--- src/isrt_pkg.sv ---
// Shared types and constants for the insertion sorter.
// Used by the controller, the datapath and the top level.
`default_nettype none

package isrt_pkg;

  localparam int unsigned DATA_W = 32;

  // Command word from the controller to the datapath.
  typedef struct packed {
    logic load;          // capture the incoming value and last flag
    logic place_direct;  // store empty: write incoming value at slot 0
    logic start_search;  // pos := fill, read slot fill-1
    logic shift;         // move read entry up one slot, step pos down
    logic place;         // write held value at pos, bump fill
    logic drop;          // store full: set the overflow flag
    logic emit_rd;       // read slot k for output, step k
    logic clear;         // end of run: clear fill, overflow and k
  } isrt_cmd_t;

  // Status back from the datapath.
  typedef struct packed {
    logic full;
    logic fill_zero;
    logic greater;   // read entry is strictly greater than held value
    logic pos_one;   // insertion point would be slot 0 after this shift
    logic k_last;    // output index is on the final stored entry
    logic last;      // held last flag
  } isrt_stat_t;

endpackage

`default_nettype wire

--- src/isrt_datapath.sv ---
// Datapath of the insertion sorter: sorted store memory, counters and
// output registers. Driven by isrt_ctrl through isrt_pkg command types.
`default_nettype none

module isrt_datapath import isrt_pkg::*; #(
  parameter int unsigned MAX_ITEMS = 16
) (
  input  wire logic                     clk_i,
  input  wire logic                     rst_ni,
  input  wire isrt_cmd_t                cmd_i,
  output isrt_stat_t                    stat_o,
  input  wire logic signed [DATA_W-1:0] value_i,
  input  wire logic                     last_i,
  output logic signed [DATA_W-1:0]      value_res_o,
  output logic                          last_res_o,
  output logic                          overflow_o,
  output logic                          res_strobe_o
);

  localparam int unsigned AW = (MAX_ITEMS > 1) ? $clog2(MAX_ITEMS) : 1;
  localparam int unsigned CW = $clog2(MAX_ITEMS + 1);

  logic [DATA_W-1:0] mem_q [MAX_ITEMS];
  logic [DATA_W-1:0] rdata_q;

  logic signed [DATA_W-1:0] value_q;
  logic                     last_q;
  logic [CW-1:0]            fill_q, fill_d;
  logic                     dropped_q, dropped_d;
  logic [AW-1:0]            pos_q, pos_d;
  logic [AW-1:0]            k_q, k_d;
  logic                     out_v_q, out_last_q, out_ovf_q;

  logic              wr_en;
  logic [AW-1:0]     wr_addr;
  logic [DATA_W-1:0] wr_data;
  logic              rd_en;
  logic [AW-1:0]     rd_addr;
  logic [AW-1:0]     fill_idx;

  assign fill_idx = fill_q[AW-1:0];

  // Write port: direct insert, shift up, or final placement.
  always_comb begin
    wr_en   = 1'b0;
    wr_addr = pos_q;
    wr_data = value_q;
    if (cmd_i.place_direct) begin
      wr_en   = 1'b1;
      wr_addr = fill_idx;
      wr_data = value_i;
    end else if (cmd_i.shift) begin
      wr_en   = 1'b1;
      wr_data = rdata_q;
    end else if (cmd_i.place) begin
      wr_en   = 1'b1;
    end
  end

  // Read port: neighbor below the insertion point, or output index.
  always_comb begin
    rd_en   = 1'b0;
    rd_addr = k_q;
    if (cmd_i.start_search) begin
      rd_en   = 1'b1;
      rd_addr = fill_idx - AW'(1);
    end else if (cmd_i.shift) begin
      rd_en   = 1'b1;
      rd_addr = pos_q - AW'(2);
    end else if (cmd_i.emit_rd) begin
      rd_en   = 1'b1;
    end
  end

  always_ff @(posedge clk_i) begin
    if (wr_en) begin
      mem_q[wr_addr] <= wr_data;
    end
    if (rd_en) begin
      rdata_q <= mem_q[rd_addr];
    end
    if (cmd_i.load) begin
      value_q <= value_i;
      last_q  <= last_i;
    end
  end

  always_comb begin
    fill_d    = fill_q;
    dropped_d = dropped_q;
    pos_d     = pos_q;
    k_d       = k_q;
    if (cmd_i.place_direct || cmd_i.place) begin
      fill_d = fill_q + CW'(1);
    end
    if (cmd_i.drop) begin
      dropped_d = 1'b1;
    end
    if (cmd_i.start_search) begin
      pos_d = fill_idx;
    end
    if (cmd_i.shift) begin
      pos_d = pos_q - AW'(1);
    end
    if (cmd_i.emit_rd) begin
      k_d = k_q + AW'(1);
    end
    if (cmd_i.clear) begin
      fill_d    = '0;
      dropped_d = 1'b0;
      k_d       = '0;
    end
  end

  always_ff @(posedge clk_i or negedge rst_ni) begin
    if (!rst_ni) begin
      fill_q     <= '0;
      dropped_q  <= 1'b0;
      pos_q      <= '0;
      k_q        <= '0;
      out_v_q    <= 1'b0;
      out_last_q <= 1'b0;
      out_ovf_q  <= 1'b0;
    end else begin
      fill_q     <= fill_d;
      dropped_q  <= dropped_d;
      pos_q      <= pos_d;
      k_q        <= k_d;
      out_v_q    <= cmd_i.emit_rd;
      out_last_q <= cmd_i.emit_rd & stat_o.k_last;
      out_ovf_q  <= cmd_i.emit_rd & dropped_q;
    end
  end

  always_comb begin
    stat_o.full      = (fill_q == CW'(MAX_ITEMS));
    stat_o.fill_zero = (fill_q == '0);
    stat_o.greater   = ($signed(rdata_q) > value_q);
    stat_o.pos_one   = (pos_q == AW'(1));
    stat_o.k_last    = ((CW'(k_q) + CW'(1)) == fill_q);
    stat_o.last      = last_q;
  end

  assign value_res_o  = $signed(rdata_q);
  assign last_res_o   = out_last_q;
  assign overflow_o   = out_ovf_q;
  assign res_strobe_o = out_v_q;

endmodule

`default_nettype wire

--- src/isrt_ctrl.sv ---
// Controller of the insertion sorter: sequences search, placement and output.
// Talks to isrt_datapath through the isrt_pkg command and status structs.
`default_nettype none

module isrt_ctrl import isrt_pkg::*; (
  input  wire logic       clk_i,
  input  wire logic       rst_ni,
  input  wire logic       start,
  input  wire logic       last_i,
  output logic            busy,
  input  wire isrt_stat_t stat_i,
  output isrt_cmd_t       cmd_o
);

  localparam logic [1:0] StIdle   = 2'd0;
  localparam logic [1:0] StSearch = 2'd1;
  localparam logic [1:0] StPlace  = 2'd2;
  localparam logic [1:0] StEmit   = 2'd3;

  logic [1:0] state_q, state_d;

  always_comb begin
    state_d = state_q;
    cmd_o   = '0;
    unique case (state_q)
      StIdle: begin
        if (start) begin
          cmd_o.load = 1'b1;
          priority if (stat_i.full) begin
            cmd_o.drop = 1'b1;
            if (last_i) state_d = StEmit;
          end else if (stat_i.fill_zero) begin
            cmd_o.place_direct = 1'b1;
            if (last_i) state_d = StEmit;
          end else begin
            cmd_o.start_search = 1'b1;
            state_d = StSearch;
          end
        end
      end
      StSearch: begin
        if (stat_i.greater) begin
          cmd_o.shift = 1'b1;
          if (stat_i.pos_one) state_d = StPlace;
        end else begin
          cmd_o.place = 1'b1;
          state_d = stat_i.last ? StEmit : StIdle;
        end
      end
      StPlace: begin
        cmd_o.place = 1'b1;
        state_d = stat_i.last ? StEmit : StIdle;
      end
      StEmit: begin
        cmd_o.emit_rd = 1'b1;
        if (stat_i.k_last) begin
          cmd_o.clear = 1'b1;
          state_d = StIdle;
        end
      end
      default: state_d = StIdle;
    endcase
  end

  always_ff @(posedge clk_i or negedge rst_ni) begin
    if (!rst_ni) begin
      state_q <= StIdle;
    end else begin
      state_q <= state_d;
    end
  end

  assign busy = (state_q != StIdle);

endmodule

`default_nettype wire

--- src/insertion_sorter_core.sv ---
// Top level of the insertion sorter: controller plus datapath.
// Depends on isrt_pkg, isrt_ctrl and isrt_datapath.
//
//  channel  | handshake              | payload
//  ---------+------------------------+------------------------------------
//  input    | start && !busy         | value_i, last_i
//  result   | res_strobe_o           | value_res_o, last_res_o, overflow_o
//
// An item with an empty or full store is taken while idle. Otherwise a search
// shifts each stored entry greater than the value up one slot, then places the
// value; the store has one read and one write port, one compare-and-shift a cycle.
// A last item then streams out the results, one per stored entry.
// Reset clears counts and the overflow and result flags; store contents are
// undefined until written. Results cannot be stalled; they appear back to back, one per cycle.
`default_nettype none

module insertion_sorter_core import isrt_pkg::*; #(
  parameter int unsigned MAX_ITEMS = 16
) (
  input  wire logic                     clk_i,
  input  wire logic                     rst_ni,
  input  wire logic                     start,
  output logic                          busy,
  input  wire logic signed [DATA_W-1:0] value_i,
  input  wire logic                     last_i,
  output logic                          res_strobe_o,
  output logic signed [DATA_W-1:0]      value_res_o,
  output logic                          last_res_o,
  output logic                          overflow_o
);

  isrt_cmd_t  cmd;
  isrt_stat_t stat;

  isrt_ctrl u_ctrl (
    .clk_i  (clk_i),
    .rst_ni (rst_ni),
    .start  (start),
    .last_i (last_i),
    .busy   (busy),
    .stat_i (stat),
    .cmd_o  (cmd)
  );

  isrt_datapath #(
    .MAX_ITEMS (MAX_ITEMS)
  ) u_datapath (
    .clk_i        (clk_i),
    .rst_ni       (rst_ni),
    .cmd_i        (cmd),
    .stat_o       (stat),
    .value_i      (value_i),
    .last_i       (last_i),
    .value_res_o  (value_res_o),
    .last_res_o   (last_res_o),
    .overflow_o   (overflow_o),
    .res_strobe_o (res_strobe_o)
  );

endmodule

`default_nettype wire

--- config.mk ---
export PLATFORM = sky130hd
export DESIGN_NAME = insertion_sorter_core
export DESIGN_NICKNAME = d
export VERILOG_FILES = /design/src/isrt_pkg.sv /design/src/isrt_datapath.sv /design/src/isrt_ctrl.sv /design/src/insertion_sorter_core.sv
export SDC_FILE = /design/constraint.sdc
export NUM_CORES = 1
export LEC_CHECK = 0
export ABC_AREA = 0
export BUFFER_PORTS_ARGS = -buffer_cell sky130_fd_sc_hd__buf_2
export CAP_MARGIN = 0
export CORE_ASPECT_RATIO = 2
export CORE_UTILIZATION = 45
export DETAILED_ROUTE_END_ITERATION = 8
export GPL_ROUTABILITY_DRIVEN = 0
export GPL_TIMING_DRIVEN = 0
export PLACE_DENSITY = 0.72
export SLEW_MARGIN = 20
export SYNTH_ARGS = -nofsm -noshare
export SYNTH_HDL_FRONTEND = slang
export SYNTH_HIERARCHICAL = 1
export SYNTH_SLANG_ARGS = --single-unit
--- constraint.sdc ---
create_clock -name clk_i -period 13.4 [get_ports clk_i]
set_clock_uncertainty 0.05 [all_clocks]
set_input_delay 4.02 -clock clk_i [delete_from_list [all_inputs] [get_ports clk_i]]
set_output_delay 4.02 -clock clk_i [all_outputs]
set_load 0.01 [all_outputs]
=== After elaboration in Yosys (flattened, before gate mapping) ===
Memories as Yosys holds them, arrays and structs flattened. A register that Yosys moved wholly into a read port is not among the register bits.
Index checks and enable logic that the tools add are counted.

* Add/sub/neg operators: 6
* $lt $le $gt $ge: 1
* Eq/ne operators: 9
* Mux-type cells: 44
* Bitwise gates (word level): 2
* Reduce and logical (&&, ||, !) cells: 9

{| class="wikitable"
|+ Operators with widths
! cell !! count
|-
| 32-bit two-way mux || 2
|-
| 32-bit > comparator || 1
|-
| 4-bit two-way mux || 7
|-
| 2-bit two-way mux || 10
|-
| 1-bit two-way mux || 19
|-
| 5-bit two-way mux || 2
|-
| 2-bit nonzero test || 5
|-
| 2-bit case mux with 4 select lines || 1
|-
| 4-bit by 1-bit subtractor with 4-bit output (second input constant) || 2
|-
| 3-bit two-way mux || 2
|-
| 4-bit by 1-bit adder with 5-bit output (second input constant) || 1
|-
| 5-bit by 1-bit adder with 5-bit output (second input constant) || 1
|-
| 5-bit equality test || 1
|-
| 5-bit equality test (second input constant) || 1
|-
| 5-bit zero test || 1
|-
| 4-bit by 1-bit adder with 4-bit output (second input constant) || 1
|-
| 2-bit equality test (second input constant) || 2
|-
| 4-bit by 1-bit equality test with 1-bit output (second input constant) || 1
|-
| 4-bit by 2-bit subtractor with 4-bit output (second input constant) || 1
|-
| 3-bit != test (second input constant) || 1
|-
| 3-bit AND reduction || 1
|-
| 1-bit bitwise AND || 2
|-
| 2-bit by 1-bit equality test with 1-bit output (second input constant) || 1
|-
| 2-bit zero test || 1
|-
| other kinds (4) || 4
|}

* Register bits after elaboration: 52
* Memory bits (writable): 512
* Memories kept: 1

{| class="wikitable"
|+ Memory list
! name !! depth !! width !! read ports !! clocked after Yosys merged registers in !! wr ports !! line !! RTL
|-
| u_datapath.mem_q || 16 || 32 || 1 || 1 || 1 || isrt_datapath.sv:23 || <nowiki>logic [DATA_W-1:0] mem_q [MAX_ITEMS];</nowiki>
|}

=== Logic depth before layout (Yosys ltp) ===
* Word-level depth: 8
* Mapped depth: 17
* Depth with buffers taken out: 15

=== Hierarchy ===
The synthesis kept the hierarchy.

{| class="wikitable"
|+ Modules (own cells, without submodules)
! module !! times used !! cells an instance !! area an instance (sq um) !! sequential area each (sq um)
|-
| isrt_datapath || 1 || 1694 || 24740.0 || 17752.0
|-
| isrt_ctrl || 1 || 38 || 320.3 || 50.0
|}

=== Worst setup path after synthesis ===
OpenSTA, ideal clock, no wires.

* Path kind: input-to-reg
* Start: input port start
* End: memory u_datapath.mem_q[5][0], enable pin
* Library setup time: 0.421 ns
* Arrival: 6.499 ns
* Data required time: 12.929 ns
* Setup slack: 6.430 ns
* Stages: 7
* Cells stage by stage: nand2_1 nor3b_1 clkbuf_1 buf_1 nand2_1 o32a_1 nor2_1

{| class="wikitable"
|+ RTL lines
! element !! line !! RTL
|-
| start: declaration || insertion_sorter_core.sv:22 || <nowiki>input wire logic start,</nowiki>
|-
| end: declaration || isrt_datapath.sv:23 ||
|}

==> impl_metrics.csv <==
group,metric,value,unit
worst_hold_path,hold_class,"reg2reg",
yosys,syn-mean-instance-area,14.47,um2
die,die_x,168.9,um
worst_setup_path,startpoint,"start",
worst_setup_path,end_kind,"flop",
die,start_util,45.48,%
clocking,cts_tree,"yes",
timing,finalHoldViolCount,0,
timing,final.setup.tns,0,ns
timing,rsz0062_at_grt,"no",
detailed_routing,routed_via_density,5.958,
detailed_routing,ant_nets,0,
clocking,cts.sinks,596,
finish,area_delta_synth_final,14.76,%
worst_setup_path,rr_startpoint,"u_datapath/value_res_o[15]",
global_route,grt_overflow,0,
yosys,synthTopCellsByArea,"edfxtp_1 69%, mux2i_1 3.9%, nand2_1 3.8%",
timing,max_freq,143.9,MHz
worst_setup_path,critPathArrivalTime,7.23,ns
yosys,yosysTopAreaCell,"edfxtp_1",
die,die_h,335.7,um
yosys,ys_seq_area_share,71.04,%
clocking,clockRootBuffer,"clkbuf_16",
clocking,cts.path.max_buffers,3,
worst_setup_path,worst-path-max-fanout,10,
timing,worst_slew_pin_slew,1.097,ns
die,die_area,56690,um2
yosys,synth_nets,1814,
clocking,postCtsSetupBuffers,0,
yosys,synth_cells,1732,
timing,slew_viol_final,0,
worst_setup_path,worst_ep_required_time,13.68,ns
placed_design,io_buffers,71,
worst_setup_path,critPathKind,"in2reg",
clocking,post_cts_resized,0,
yosys,synthesis.area,25060,um2
detailed_routing,wl_per_cell,26.01,um
yosys,ys_seq_elements,596,
timing,finalSetupViolations,0,
detailed_routing,totalWireLength,69560,um
yosys,yosys_warnings,6,
die,core-area,55110,um2
finish,fin_util,52.19,%
worst_hold_path,hold_depth,1,
global_route,grt_pass1_vias,16630,
global_route,grt_max_degree,26,
worst_setup_path,worst_r2r_path_depth,14,
global_route,track_usage,24.72,%
global_route,grt_pass1_wl,101900,um
global_route,antenna_found_initial,1,
yosys,synth_cell_types,56,
yosys,ys_async_sr_fraction,3.188,%
finish,final_nets,1978,
die,rows,122,
status,run_status,"finished clean",
timing,max_slew_margin,26.39,%
placed_design,dpl.hpwl,49870,um
worst_setup_path,crit_path_start_kind,"input pin",
timing,min_period_over_period,51.87,%
die,ios,72,
finish,design_area,28760,um2
clocking,cts_hold_buf,0,
detailed_routing,drt_iter0_drc,1654,
yosys,synth_common_cells,"577 x edfxtp_1, 253 x nand2_1, 101 x a211oi_1",
clocking,h-tree-depth,2,
worst_hold_path,min_from,"u_datapath/dropped_q",
detailed_routing,drtPass1Iterations,6,
detailed_routing,num_vias,15930,
timing,final.min_clock_period,6.950,ns
yosys,synth_edf_count,577,
detailed_routing,drc,0,
yosys,synth_top_area_share,69.14,%
yosys,yosysMostFrequentCell,"edfxtp_1",
yosys,ys.flop_type,"edfxtp_1",
placed_design,placed_area,27290,um2
run,drv_cap,0,
clocking,numCtsBuffers,47,
finish,layout-drive-gt1-share,14.77,%
clocking,path_clk_slew,0.07,ns
clocking,clk_latency,0.59,ns
## worst max-delay path, stage by stage
cell	delay, ns
buf_2	0.10
nand2_1	0.09
nor3_1	0.43
a211oi_1	0.12
a21oi_2	0.49
clkbuf_1	0.70
clkbuf_1	0.71
a31oi_1	0.21
a221o_1	0.33
## placed cells by master (no fill, tap or decap), types with 11 or more instances in the layout
master	count
mux2_2	32
and2_0	54
a221o_1	32
a31oi_1	65
o21ai_0	11
buf_16	20
inv_1	44
nand2_1	253
ha_1	46
buf_2	104
and2_1	46
o21ai_1	32
clkbuf_1	58
dfrtp_1	19
nor2_4	16
clkbuf_16	49
mux2i_1	98
buf_4	27
a21oi_1	19
and3_1	34
nor2_1	29
edfxtp_1	577
clkinv_1	12
a211oi_1	101
o32ai_1	32
## worst paths after layout
check | to | slack [ns]
hold reg to reg | u_datapath/overflow_o | 0.46
setup / recovery | u_datapath/value_res_o[26] | 6.45
min in group asynchronous | u_datapath/pos_q[2] | 3.32
setup reg to reg | u_datapath/value_res_o[26] | 7.53
hold / removal | u_datapath/overflow_o | 0.46
max in group asynchronous | u_datapath/fill_q[4] | 9.67
## cell families (layout without fill, tap and decap cells)
logic type | Yosys count | after routing | share of synthesized area, %
AOI/OAI and AO/OA | 322 | 322 | 9.272
muxes | 130 | 130 | 5.352
DFF | 596 | 596 | 71.04
adders and majority gates | 46 | 46 | 2.297
buffers and inverters | 152 | 349 | 2.651
xor gates and xnor gates | 16 | 16 | 0.5592
and+or+nand+nor | 470 | 470 | 8.832
other | 0 | 1 | 0
## layer usage
metal	up-vias	wire (um)	global-route usage, %
li1	6913	-	-
met1	7851	22630	25.72
met2	889	36900	45.67
met3	277	5030	3.578
met4	2	4991	16.42
met5	-	10	0
## sequential cells by signal, summed over array words and instances, names as in the netlist
register	flops
u_datapath/k_q	4
u_datapath/pos_q	4
u_datapath/value_q	32
u_datapath/last_res_o	1
u_datapath/overflow_o	1
u_ctrl/state_q	2
u_datapath/last_q	1
u_datapath/fill_q	5
u_datapath/value_res_o	32
u_datapath/mem_q	512
u_datapath/res_strobe_o	1
u_datapath/dropped_q	1
## per-stage QoR
step / worst slack [ns] / std cells / hold WS, ns
after floorplan: 6.430 / 1732 / 0.4029
after global placement: 4.059 / 2547 / 0.4215
after detailed placement: 6.030 / 2591 / 0.4504
after CTS: 6.620 / 2673 / 0.4652
after global routing: 6.347 / 2673 / 0.4860
final: 6.450 / 2674 / 0.4603
## cell type report
type	instances	area, um2
clock buffers	55	1249
inverters	45	168.9
flip-flops and latches	596	17800
repair buffers	115	1174
multi-input cells	984	6719
plain buffers	107	496.7
diodes	1	2.502
fillers	4330	26350
clock inverters	27	216.5
well taps	744	930.9
Power is left out: the tool's default activity adds up to more than one toggle a clock period on the data nets, which glitch-free logic cannot reach.
